`config.mk`:
```
export PLATFORM = sky130hd
export DESIGN_NAME = ntc_div_cell
export DESIGN_NICKNAME = d
export VERILOG_FILES = /design/src/ntc_pkg.sv /design/src/ntc_div_cell.sv
export SDC_FILE = /design/constraint.sdc
export NUM_CORES = 1
export LEC_CHECK = 0
export BUFFER_PORTS_ARGS = -buffer_cell sky130_fd_sc_hd__buf_2
export CAP_MARGIN = 20
export CORE_ASPECT_RATIO = 0.7
export CORE_MARGIN = 1.5
export CORE_UTILIZATION = 44
export DETAILED_ROUTE_END_ITERATION = 16
export PLACE_DENSITY_LB_ADDON = 0.25
export SLEW_MARGIN = 15
export SYNTH_ARGS = -nofsm -noshare
export SYNTH_HDL_FRONTEND = slang
export SYNTH_SLANG_ARGS = --single-unit
```
`constraint.sdc`:
```
create_clock -name clk -period 3.54 [get_ports clk]
set_input_delay 0.354 -clock clk [delete_from_list [all_inputs] [get_ports clk]]
set_output_delay 0.354 -clock clk [all_outputs]
set_load 0.05 [all_outputs]
```
`src/ntc_pkg.sv`:
```
// Shared types, constants and the month table for the NTP timestamp converter.
// Used by ntc_div_cell, ntc_calendar and ntp_timestamp_to_calendar.
`timescale 1ns / 1ps

package ntc_pkg;

	localparam int DIV_STEPS = 32;
	localparam int CAL_LAT   = 5;
	localparam int DAY_LAT   = 2;

	localparam logic [0:0] REG_TIME_OFFSET = 1'b0;
	localparam logic [0:0] REG_TICKS_PER_SEC = 1'b1;

	localparam logic [7:0]  VERSION_MASK   = 8'h38;
	localparam logic [7:0]  VERSION_3      = 8'h18;
	localparam logic [31:0] NTP_UNIX_BASE  = 32'd2208988800;
	localparam logic [31:0] SECS_PER_DAY   = 32'd86400;
	localparam logic [31:0] FRAC_FULL      = 32'hFFFF_FFFF;
	localparam logic [16:0] TPS_RESET      = 17'd100;
	localparam logic [31:0] SIGN_BIAS      = 32'h8000_0000;

	// Ceiling of 2^35 / 675. With the seven low bits of a 32-bit value dropped,
	// multiplying by this and keeping bits 50..35 divides exactly by 86400.
	localparam logic [25:0] DAY_RECIP      = 26'd50903317;

	typedef struct packed {
		logic [31:0] rem;
		logic [31:0] num;
		logic [31:0] den;
		logic [31:0] quo;
	} div_t;

	typedef struct packed {
		logic [10:0] year;
		logic [3:0]  month;
		logic [4:0]  day;
		logic [4:0]  hour;
		logic [5:0]  minute;
		logic [5:0]  second;
	} cal_t;

	// Day of the year (from 0) on which month m starts.
	function automatic logic [8:0] month_start(input logic [3:0] m, input logic leap);
		logic [8:0] base;
		case (m)
			4'd1:    base = 9'd0;
			4'd2:    base = 9'd31;
			4'd3:    base = 9'd59;
			4'd4:    base = 9'd90;
			4'd5:    base = 9'd120;
			4'd6:    base = 9'd151;
			4'd7:    base = 9'd181;
			4'd8:    base = 9'd212;
			4'd9:    base = 9'd243;
			4'd10:   base = 9'd273;
			4'd11:   base = 9'd304;
			4'd12:   base = 9'd334;
			default: base = 9'd0;
		endcase
		if (leap && m > 4'd2) begin
			base = base + 9'd1;
		end
		return base;
	endfunction

endpackage

```
`src/ntc_div_cell.sv`:
```
// One restoring division step with its output register.
// Depends on ntc_pkg for the division word type.
`timescale 1ns / 1ps

module ntc_div_cell (
	input  logic          clk,
	input  ntc_pkg::div_t d_in,
	output ntc_pkg::div_t d_out
);

	logic [32:0]   trial;
	logic [33:0]   diff;
	ntc_pkg::div_t nxt;
	ntc_pkg::div_t cell_q;

	always_comb begin
		trial   = {d_in.rem, d_in.num[31]};
		diff    = {1'b0, trial} - {2'b00, d_in.den};
		nxt     = d_in;
		nxt.num = {d_in.num[30:0], 1'b0};
		if (!diff[33]) begin
			nxt.rem = diff[31:0];
			nxt.quo = {d_in.quo[30:0], 1'b1};
		end else begin
			nxt.rem = trial[31:0];
			nxt.quo = {d_in.quo[30:0], 1'b0};
		end
	end

	always_ff @(posedge clk) begin
		cell_q <= nxt;
	end

	assign d_out = cell_q;

endmodule

```
==> flow_summary.toml <==
[pwr]
p_comb_share_pct = 27.1
swShare_pct = 34.2
ir_drop_uv = 423
p_sw_mw = 1.58
leakagePower_nw = 3.58
pwr-share-clk_pct = 38.1
power.internal_mw = 3.03
p_seq_share_pct = 34.8
p_per_area_nw_per_um2 = 660

[global_routing]
grt_max_degree = 33
grt_overflow = 0
antenna_found_initial = 3
grtUsageTotal_pct = 22.9
grt_pass1_vias = 4264
grt_first_pass_wirelength_mm = 20.9

[worst_setup_path]
critPathBufInv = 3
crit_chain = "buf_2, inv_1, ha_1, inv_1, fa_1, a211oi_1, o211a_1, o31ai_1, o41a_1, a41oi_1, o21ai_0, a21boi_0, mux2_4"
cp.required_ns = 3.84
cp-start-kind = "primary input"
slowest_stage = "o41a_1"
worst_path_most_repeated_cell = "inv_1"
cp_max_fo = 3
crit_path_end_kind = "register"
crit_type = "primary input to register"
slowest_delay_ns = 0.46
cp_top_family = "compound AO/OA/AOI/OAI gates"
worstPathArrival_ns = 3.28

[floorplan]
num_rows = 32
die-area_sq_um = 11900
die_h_um = 91.8
ioPinCount = 257
core_area_sq_um = 11000
start_util_pct = 45.1
die_w_um = 130

[place]
placed_cells = 852
port_buffers = 254
place_ws_ns = 0.162
dp.final_hpwl_mm = 10.6
dpl-instance-area_sq_um = 6380
routabilityCongestion = 0.894

[clock_tree]
cts_buffer_depth = 2
cts_buffers = 17
postCtsHoldBufs = 0
htreeDepth = 4
post_cts_resized = 0
cts.clk_slew.worst_paths_ns = 0.06
clock-sinks = 127
cts_tree = "yes"
ctsRootBufferMaster = "clkbuf_16"
cts_setup_buffers = 0

[drt]
drtAntennaViolNets = 0
num_vias = 4251
firstDrtPassIters = 5
wl_per_cell_um = 15.5
avgViaCountPerCell = 4.81
drc = 0
drtIter0Drc = 180
drt_wl_total_mm = 13.7

[timing]
finalSetupViolations = 0
fin_crit_ns = 2.98
tightest_slew_ns = 0.549
slew_viol_final = 0
timing.fmax_ghz = 0.335
layout_setup_ws_ns = 0.557
fin_crit_sh_pct = 84.3
rsz0062_at_grt = "no"
max-slew-margin-rel_pct = 63.0
hold_ws_ns = 0.0384
setup_tns_ns = 0
hold_violations = 0

[layout]
finalNetCount = 880
diodes = 0
fin_area_sq_um = 6980
instances_no_fill = 884
largest_register_ffs = 127
ff_latch_area_sq_um = 2540
drive_gt1_share_pct = 44.3
fillers = 931
area_delta_synth_final_pct = 40.6
multiInputGateArea_sq_um = 2180

[yosys]
seq_area_frac_synth_pct = 51.2
synth_area_sq_um = 4960
synthCells = 450
synth.area.top_cells = "dfxtp_1 51%, ha_1 8.1%, mux2_4 7.6%, a21oi_1 3.2%, inv_1 3.1%"
synth-edff-count = 0
avgSynthCellArea_sq_um = 11.0
yosysWarnings = 0
post-synth-top-area-cell = "dfxtp_1"
postSynthNetCount = 612
post_synth_num_cell_types = 54
synth_seq_cells = 127
synth_most_common_cell = "dfxtp_1"
synth_top_cells_by_count = "127 x dfxtp_1, 41 x inv_1, 32 x a21oi_1, 32 x ha_1, 25 x mux2_4"
synth_top_cell_area_share_pct = 51.2
synth-main-ff-cell = "dfxtp_1"
async_flop_share_pct = 0

[run]
drv_cap = 0

[status]
status = "completed"

[worst_hold_path]
holdCritPathClass = "primary input to register"
## power by group through the flow
stage | sequential [mW] | combinational [mW] | clock, mW
3_3_place_gp | 1.63 | 1.22 | 0
6_report | 1.60 | 1.25 | 1.76
3_5_place_dp | 1.63 | 1.24 | 0
4_1_cts | 1.60 | 1.25 | 1.79
5_1_grt | 1.62 | 1.32 | 1.86
2_1_floorplan | 2.13 | 0.437 | 0
## layout by cell type, fill, tap and decap left out, types with 7 or more instances in the layout
| cell | count |
|---|---|
| nor2_1 | 16 |
| dfxtp_1 | 127 |
| mux2_4 | 25 |
| xnor2_1 | 17 |
| xor2_1 | 7 |
| inv_6 | 7 |
| nand2_1 | 23 |
| o21ai_0 | 17 |
| a21oi_1 | 32 |
| clkbuf_16 | 17 |
| buf_2 | 254 |
| a21o_1 | 7 |
| ha_1 | 32 |
| inv_1 | 41 |
## through the flow
step / total power, mW / utilization, %
CTS: 4.64 / 63.4
detailed placement: 2.87 / 57.9
floorplan: 2.57 / -
global route: 4.79 / 63.4
global placement: 2.86 / 57.9
finish: 4.61 / 63.4
## logic make-up (layout without fill, tap and decap cells)
| group | count (synthesis) | count (layout) | synth area share (%) |
|---|---|---|---|
| mux | 33 | 33 | 9.23 |
| other cells | 1 | 1 | 0.0756 |
| xor+xnor | 24 | 24 | 4.24 |
| simple gates | 80 | 80 | 8.05 |
| flops | 127 | 127 | 51.2 |
| compound gates | 102 | 102 | 13.8 |
| fa+ha+maj | 33 | 33 | 8.47 |
| buf+inv | 50 | 331 | 4.87 |
## area by class of cell
type | instances | share of cell area [%]
multi-input combinational | 273 | 31.2
sequential | 127 | 36.4
clock inverter | 15 | 2.47
tap | 153 | 2.74
clock buffer | 17 | 6.10
inverter | 41 | 2.21
timing repair buffer | 258 | 18.8
## layer usage
| layer | share of wire (%) | track usage, % | up-vias | routed length [um] |
|---|---|---|---|---|
| met5 | 0.30 | 0 | - | 41 |
| met4 | 1.4 | 8.98 | 6 | 195 |
| met3 | 8.3 | 8.40 | 21 | 1140 |
| met2 | 47 | 38.1 | 160 | 6470 |
| met1 | 43 | 26.8 | 1951 | 5840 |
| li1 | - | - | 2113 | - |
## final timing paths
check	depth (start not counted)	startpoint	end	slack (ns)
setup / recovery	13	d_in[95]	d_out[124]$_DFF_P_	0.56
hold / removal	1	d_in[23]	d_out[24]$_DFF_P_	0.04
No activity file was read; power rests on OpenSTA's default activity.
