[src/ntc_pkg.sv]
// Shared types, constants and the month table for the NTP timestamp converter.
// Used by ntc_div_cell, ntc_calendar and ntp_timestamp_to_calendar.
`timescale 1ns / 1ps

package ntc_pkg;

	localparam int DIV_STEPS = 32;
	localparam int CAL_LAT   = 5;
	localparam int DAY_LAT   = 2;

	localparam logic [0:0] REG_TIME_OFFSET = 1'b0;
	localparam logic [0:0] REG_TICKS_PER_SEC = 1'b1;

	localparam logic [7:0]  VERSION_MASK   = 8'h38;
	localparam logic [7:0]  VERSION_3      = 8'h18;
	localparam logic [31:0] NTP_UNIX_BASE  = 32'd2208988800;
	localparam logic [31:0] SECS_PER_DAY   = 32'd86400;
	localparam logic [31:0] FRAC_FULL      = 32'hFFFF_FFFF;
	localparam logic [16:0] TPS_RESET      = 17'd100;
	localparam logic [31:0] SIGN_BIAS      = 32'h8000_0000;

	// Ceiling of 2^35 / 675. With the seven low bits of a 32-bit value dropped,
	// multiplying by this and keeping bits 50..35 divides exactly by 86400.
	localparam logic [25:0] DAY_RECIP      = 26'd50903317;

	typedef struct packed {
		logic [31:0] rem;
		logic [31:0] num;
		logic [31:0] den;
		logic [31:0] quo;
	} div_t;

	typedef struct packed {
		logic [10:0] year;
		logic [3:0]  month;
		logic [4:0]  day;
		logic [4:0]  hour;
		logic [5:0]  minute;
		logic [5:0]  second;
	} cal_t;

	// Day of the year (from 0) on which month m starts.
	function automatic logic [8:0] month_start(input logic [3:0] m, input logic leap);
		logic [8:0] base;
		case (m)
			4'd1:    base = 9'd0;
			4'd2:    base = 9'd31;
			4'd3:    base = 9'd59;
			4'd4:    base = 9'd90;
			4'd5:    base = 9'd120;
			4'd6:    base = 9'd151;
			4'd7:    base = 9'd181;
			4'd8:    base = 9'd212;
			4'd9:    base = 9'd243;
			4'd10:   base = 9'd273;
			4'd11:   base = 9'd304;
			4'd12:   base = 9'd334;
			default: base = 9'd0;
		endcase
		if (leap && m > 4'd2) begin
			base = base + 9'd1;
		end
		return base;
	endfunction

endpackage

[src/ntc_calendar.sv]
// Five-stage pipeline from day quotient and remainder to calendar date and time of day.
// Depends on ntc_pkg for the calendar type and the month table.
`timescale 1ns / 1ps

module ntc_calendar (
	input  logic          clk,
	input  logic [15:0]   day_quo,
	input  logic [16:0]   day_rem,
	output ntc_pkg::cal_t cal
);

	// The input is the biased time divided by one day. The bias leaves 11648 s
	// over a whole number of days; n counts days from 1901-01-01.
	logic [15:0] n_s1, n_s2;
	logic [16:0] sod_s1, sod_s2;
	logic [37:0] qprod, hprod;
	logic [5:0]  qq_s2, qq_s3;
	logic [4:0]  hr_s2, hr_s3, hr_s4;
	logic [10:0] r4_s3;
	logic [11:0] sh_s3, sh_s4;
	logic [1:0]  y4;
	logic [8:0]  doy_s4;
	logic [10:0] year_s4;
	logic        leap_s4;
	logic [26:0] mprod;
	logic [5:0]  mn_s4;
	logic [3:0]  mon;
	logic [8:0]  mst;
	ntc_pkg::cal_t cal_s5;

	always_ff @(posedge clk) begin
		if (day_rem >= 17'd11648) begin
			n_s1   <= day_quo + 16'd347;
			sod_s1 <= day_rem - 17'd11648;
		end else begin
			n_s1   <= day_quo + 16'd346;
			sod_s1 <= day_rem + 17'd74752;
		end
	end

	// Four-year groups and hours by reciprocal multiplication.
	assign qprod = 38'(n_s1) * 38'd2939745;
	assign hprod = 38'(sod_s1) * 38'd1193047;

	always_ff @(posedge clk) begin
		qq_s2  <= qprod[37:32];
		hr_s2  <= hprod[36:32];
		n_s2   <= n_s1;
		sod_s2 <= sod_s1;
	end

	always_ff @(posedge clk) begin
		r4_s3 <= 11'(n_s2 - 16'(qq_s2) * 16'd1461);
		sh_s3 <= 12'(sod_s2 - 17'(hr_s2) * 17'd3600);
		qq_s3 <= qq_s2;
		hr_s3 <= hr_s2;
	end

	// Within 1901..2038 every fourth year is a leap year, the last of its group.
	always_comb begin
		if (r4_s3 >= 11'd1095) begin
			y4 = 2'd3;
		end else if (r4_s3 >= 11'd730) begin
			y4 = 2'd2;
		end else if (r4_s3 >= 11'd365) begin
			y4 = 2'd1;
		end else begin
			y4 = 2'd0;
		end
	end

	assign mprod = 27'(sh_s3) * 27'd17477;

	always_ff @(posedge clk) begin
		doy_s4  <= 9'(r4_s3 - 11'(y4) * 11'd365);
		year_s4 <= 11'd1901 + 11'({qq_s3, 2'b00}) + 11'(y4);
		leap_s4 <= (y4 == 2'd3);
		mn_s4   <= mprod[25:20];
		sh_s4   <= sh_s3;
		hr_s4   <= hr_s3;
	end

	always_comb begin
		mon = 4'd1;
		mst = 9'd0;
		for (int k = 2; k <= 12; k++) begin
			if (doy_s4 >= ntc_pkg::month_start(4'(k), leap_s4)) begin
				mon = 4'(k);
				mst = ntc_pkg::month_start(4'(k), leap_s4);
			end
		end
	end

	always_ff @(posedge clk) begin
		cal_s5.year   <= year_s4;
		cal_s5.month  <= mon;
		cal_s5.day    <= 5'(doy_s4 - mst + 9'd1);
		cal_s5.hour   <= hr_s4;
		cal_s5.minute <= mn_s4;
		cal_s5.second <= 6'(sh_s4 - 12'(mn_s4) * 12'd60);
	end

	assign cal = cal_s5;

endmodule

[config.mk]
export PLATFORM = sky130hd
export DESIGN_NAME = ntc_calendar
export DESIGN_NICKNAME = d
export VERILOG_FILES = /design/src/ntc_pkg.sv /design/src/ntc_calendar.sv
export SDC_FILE = /design/constraint.sdc
export NUM_CORES = 1
export LEC_CHECK = 0
export BUFFER_PORTS_ARGS = -buffer_cell sky130_fd_sc_hd__buf_2
export CAP_MARGIN = 0
export CORE_ASPECT_RATIO = 0.7
export CORE_MARGIN = 2
export CORE_UTILIZATION = 65
export DETAILED_ROUTE_END_ITERATION = 6
export GPL_TIMING_DRIVEN = 0
export PLACE_DENSITY = 0.85
export SYNTH_ARGS = -nofsm -noshare
export SYNTH_HDL_FRONTEND = slang
export SYNTH_SLANG_ARGS = --single-unit
[constraint.sdc]
create_clock -name clk -period 7 [get_ports clk]
set_input_delay 0.35 -clock clk [delete_from_list [all_inputs] [get_ports clk]]
set_output_delay 0.35 -clock clk [all_outputs]
set_load 0.02 [all_outputs]
==> results_dict.tcl <==
set metrics [dict create \
    outcome "completed" \
    ant_nets 0 \
    startpoint "n_s1[14]" \
    rsz0062_at_grt "false" \
    synth_flop_cell "dfxtp_1" \
    wl_mm 41.15 \
    antenna_found_initial 3 \
    worstSetupEndpoint "qq_s2[1]" \
    post-route-period-util_pct 91.07 \
    ys_seq_area_share_pct 18.81 \
    first_pass_iters 6 \
    viasPerCell 5.558 \
    synth.net_count 2514 \
    die-area_um2 30220 \
    wire_per_inst_um 17.93 \
    synth_top_cells_by_count "inv_1 (475), ha_1 (413), fa_1 (244)" \
    clk_pin_slew_ns 0.07 \
    fin_setup_tns_ns 0 \
    syn_area_um2 18730 \
    route.detailed.drc 0 \
    fin_area_um2 20170 \
    synthTopCellsByArea "ha_1 (28%), fa_1 (26%), dfxtp_1 (19%)" \
    clock.fmax_mhz 156.9 \
    ys.warnings.count 0 \
    max_cap_violations 0 \
    seqCellArea_um2 3523 \
    nets 2602 \
    synth_most_common_cell "inv_1" \
    vias 12760 \
    critPathRequiredTime_ns 7.30 \
    start_util_pct 66.72 \
    drive_gt1_share_pct 5.931 \
    htree_levels 4 \
    slew_viol_final 0 \
    grt_max_degree 17 \
    n_fill_cell 1891 \
    postSynthCellCount 1823 \
    yosysUniqueCellTypes 67 \
    cts_made_buffers 17 \
    finalWeightedCongestion 0.9402 \
    place_area_um2 19540 \
    cts_setup_buffers 0 \
    clk_path_buf_depth 2 \
    final.min_clock_period_ns 6.375 \
    critPathLaunchType "register" \
    tightestPinTransition_ns 0.8026 \
    coreArea_um2 28080 \
    hold_ws_ns 0.03433 \
    clock_sinks 176 \
    r2r_slack_ns 0.62 \
    grt_pass1_vias 13790 \
    hold_buffers 0 \
    dp_hpwl_mm 34.32 \
    finalHoldViolations 0 \
    grt_pass1_wl_mm 68.25 \
    overflow 0 \
    reg2reg_to "qq_s2[1]" \
    rows 51 \
    io_pins 71 \
    async_flop_share_pct 0 \
    io_buffers 69 \
    cp-end-kind "register" \
    die_w_um 206.9 \
    reg2reg_depth 17 \
    synth_top_area_cell "ha_1" \
    regToRegStartpoint "n_s1[14]" \
    hold_depth 1 \
    syn_avg_cell_area_um2 10.28 \
    multi_input_area_um2 13390 \
    cts_resized 0 \
    fin_skew_ns 0.01140 \
    finalSetupViolCount 0 \
    cp_max_fo 5 \
    yosys.area.top_type_share_pct 27.58 \
    max_slew_margin_pct 46.42 \
    ys_seq_elements 176 \
    grt_usage_pct 29.02 \
    cp.arrival_ns 6.68 \
    drt-initial-drc-count 719 \
    syn2layout_area_growth_pct 7.688 \
    synth_edf_count 0 \
    cts_tree "yes" \
    crit_type "reg2reg" \
    clkLatencyLatePin_ns 0.43 \
    die_y_um 146.0 \
    hold_path_class "in2reg" \
    root_buffer "clkbuf_16" \
]
final cells by class:
class	instances	share of cell area, %
Tap cell	371	2.301
Sequential cell	176	17.47
Antenna cell	2	0.02481
Clock buffer	17	2.109
Inverter	475	8.838
Multi-Input combinational cell	1164	66.35
Buffer	8	0.2047
Clock inverter	13	0.9924
Timing Repair Buffer	69	1.712
placed cells by master (no fill, tap or decap), drive strengths merged, types with 5 or more instances in the layout:
master	netlist	routed
and3	8	8
buf	3	72
inv	475	482
a31oi	14	14
xnor2	58	58
or3	5	5
a211oi	16	16
o21a	13	13
nor3	11	11
nand4	10	10
a21o	31	31
a21oi	49	49
o211ai	6	6
nand3	26	26
nor2	34	34
nand2	42	42
clkbuf	5	22
xor2	35	35
ha	413	413
nor2b	14	14
dfxtp	176	176
o31a	5	5
nand2b	15	15
and2	6	6
o21ai	46	46
a211o	5	5
fa	244	244
o21bai	7	7
metrics by stage:
step,worst slack [ns],util [%],cells
2_1_floorplan,1.665,-,1823
3_3_place_gp,0.7519,69.60,2263
3_5_place_dp,0.7053,69.60,2263
4_1_cts,0.6618,71.83,2293
5_1_grt,0.3981,71.85,2295
6_report,0.6249,71.85,2295
worst max-delay path: stages, from the launching register on:
cell and delay, ns:
dfxtp_1 0.48, inv_1 0.08, ha_1 0.40, fa_1 0.63, inv_1 0.11, fa_1 0.58
inv_1 0.07, fa_1 0.50, fa_1 0.52, fa_1 0.55, inv_1 0.04, ha_1 0.29
and3_1 0.16, nand3_1 0.17, or4_1 0.65, a2111oi_2 0.53, nor3_1 0.15, xnor2_1 0.33
worst min-delay path by stage:
stage | end | slack, ns | from
final | sod_s1[5] | 0.03 | day_rem[5]
after CTS | sod_s1[5] | 0.02 | day_rem[5]
after global placement | sh_s3[0] | 0.31 | sod_s2[0]
after floorplan | cal[0] | 0.31 | sh_s4[0]
after detailed placement | cal[14] | 0.31 | hr_s4[2]
after global routing | sod_s1[5] | 0.03 | day_rem[5]
routing by layer:
metal,up-vias,part of all wire (%),global-route usage [%]
met1,6196,44,38.70
met3,97,8.0,7.679
met4,2,3.2,9.574
met5,-,0.019,0
li1,6016,-,-
met2,444,45,46.05
registers in the layout, indices dropped and copies added, names as in the netlist, 5 cells and up:
signal / cells
n_s2: 11
sod_s1: 17
sod_s2: 12
mn_s4: 6
r4_s3: 11
hr_s3: 5
n_s1: 16
qq_s3: 6
qq_s2: 6
sh_s3: 12
hr_s2: 5
doy_s4: 9
year_s4: 11
hr_s4: 5
cal: 37
sh_s4: 6
cell families after synthesis:
kind of cell / Yosys count / share of synthesized area, %
multiplexers: 2 / 0.1135
AO/OA/AOI/OAI: 224 / 8.122
adder cells (fa/ha/maj): 657 / 53.66
AND/OR/NAND/NOR: 188 / 5.210
buffers and inverters: 483 / 9.738
flip-flops: 176 / 18.81
XOR/XNOR: 93 / 4.348
Power is left out: the tool's default activity adds up to more than one toggle a clock period on the data nets, which glitch-free logic cannot reach.
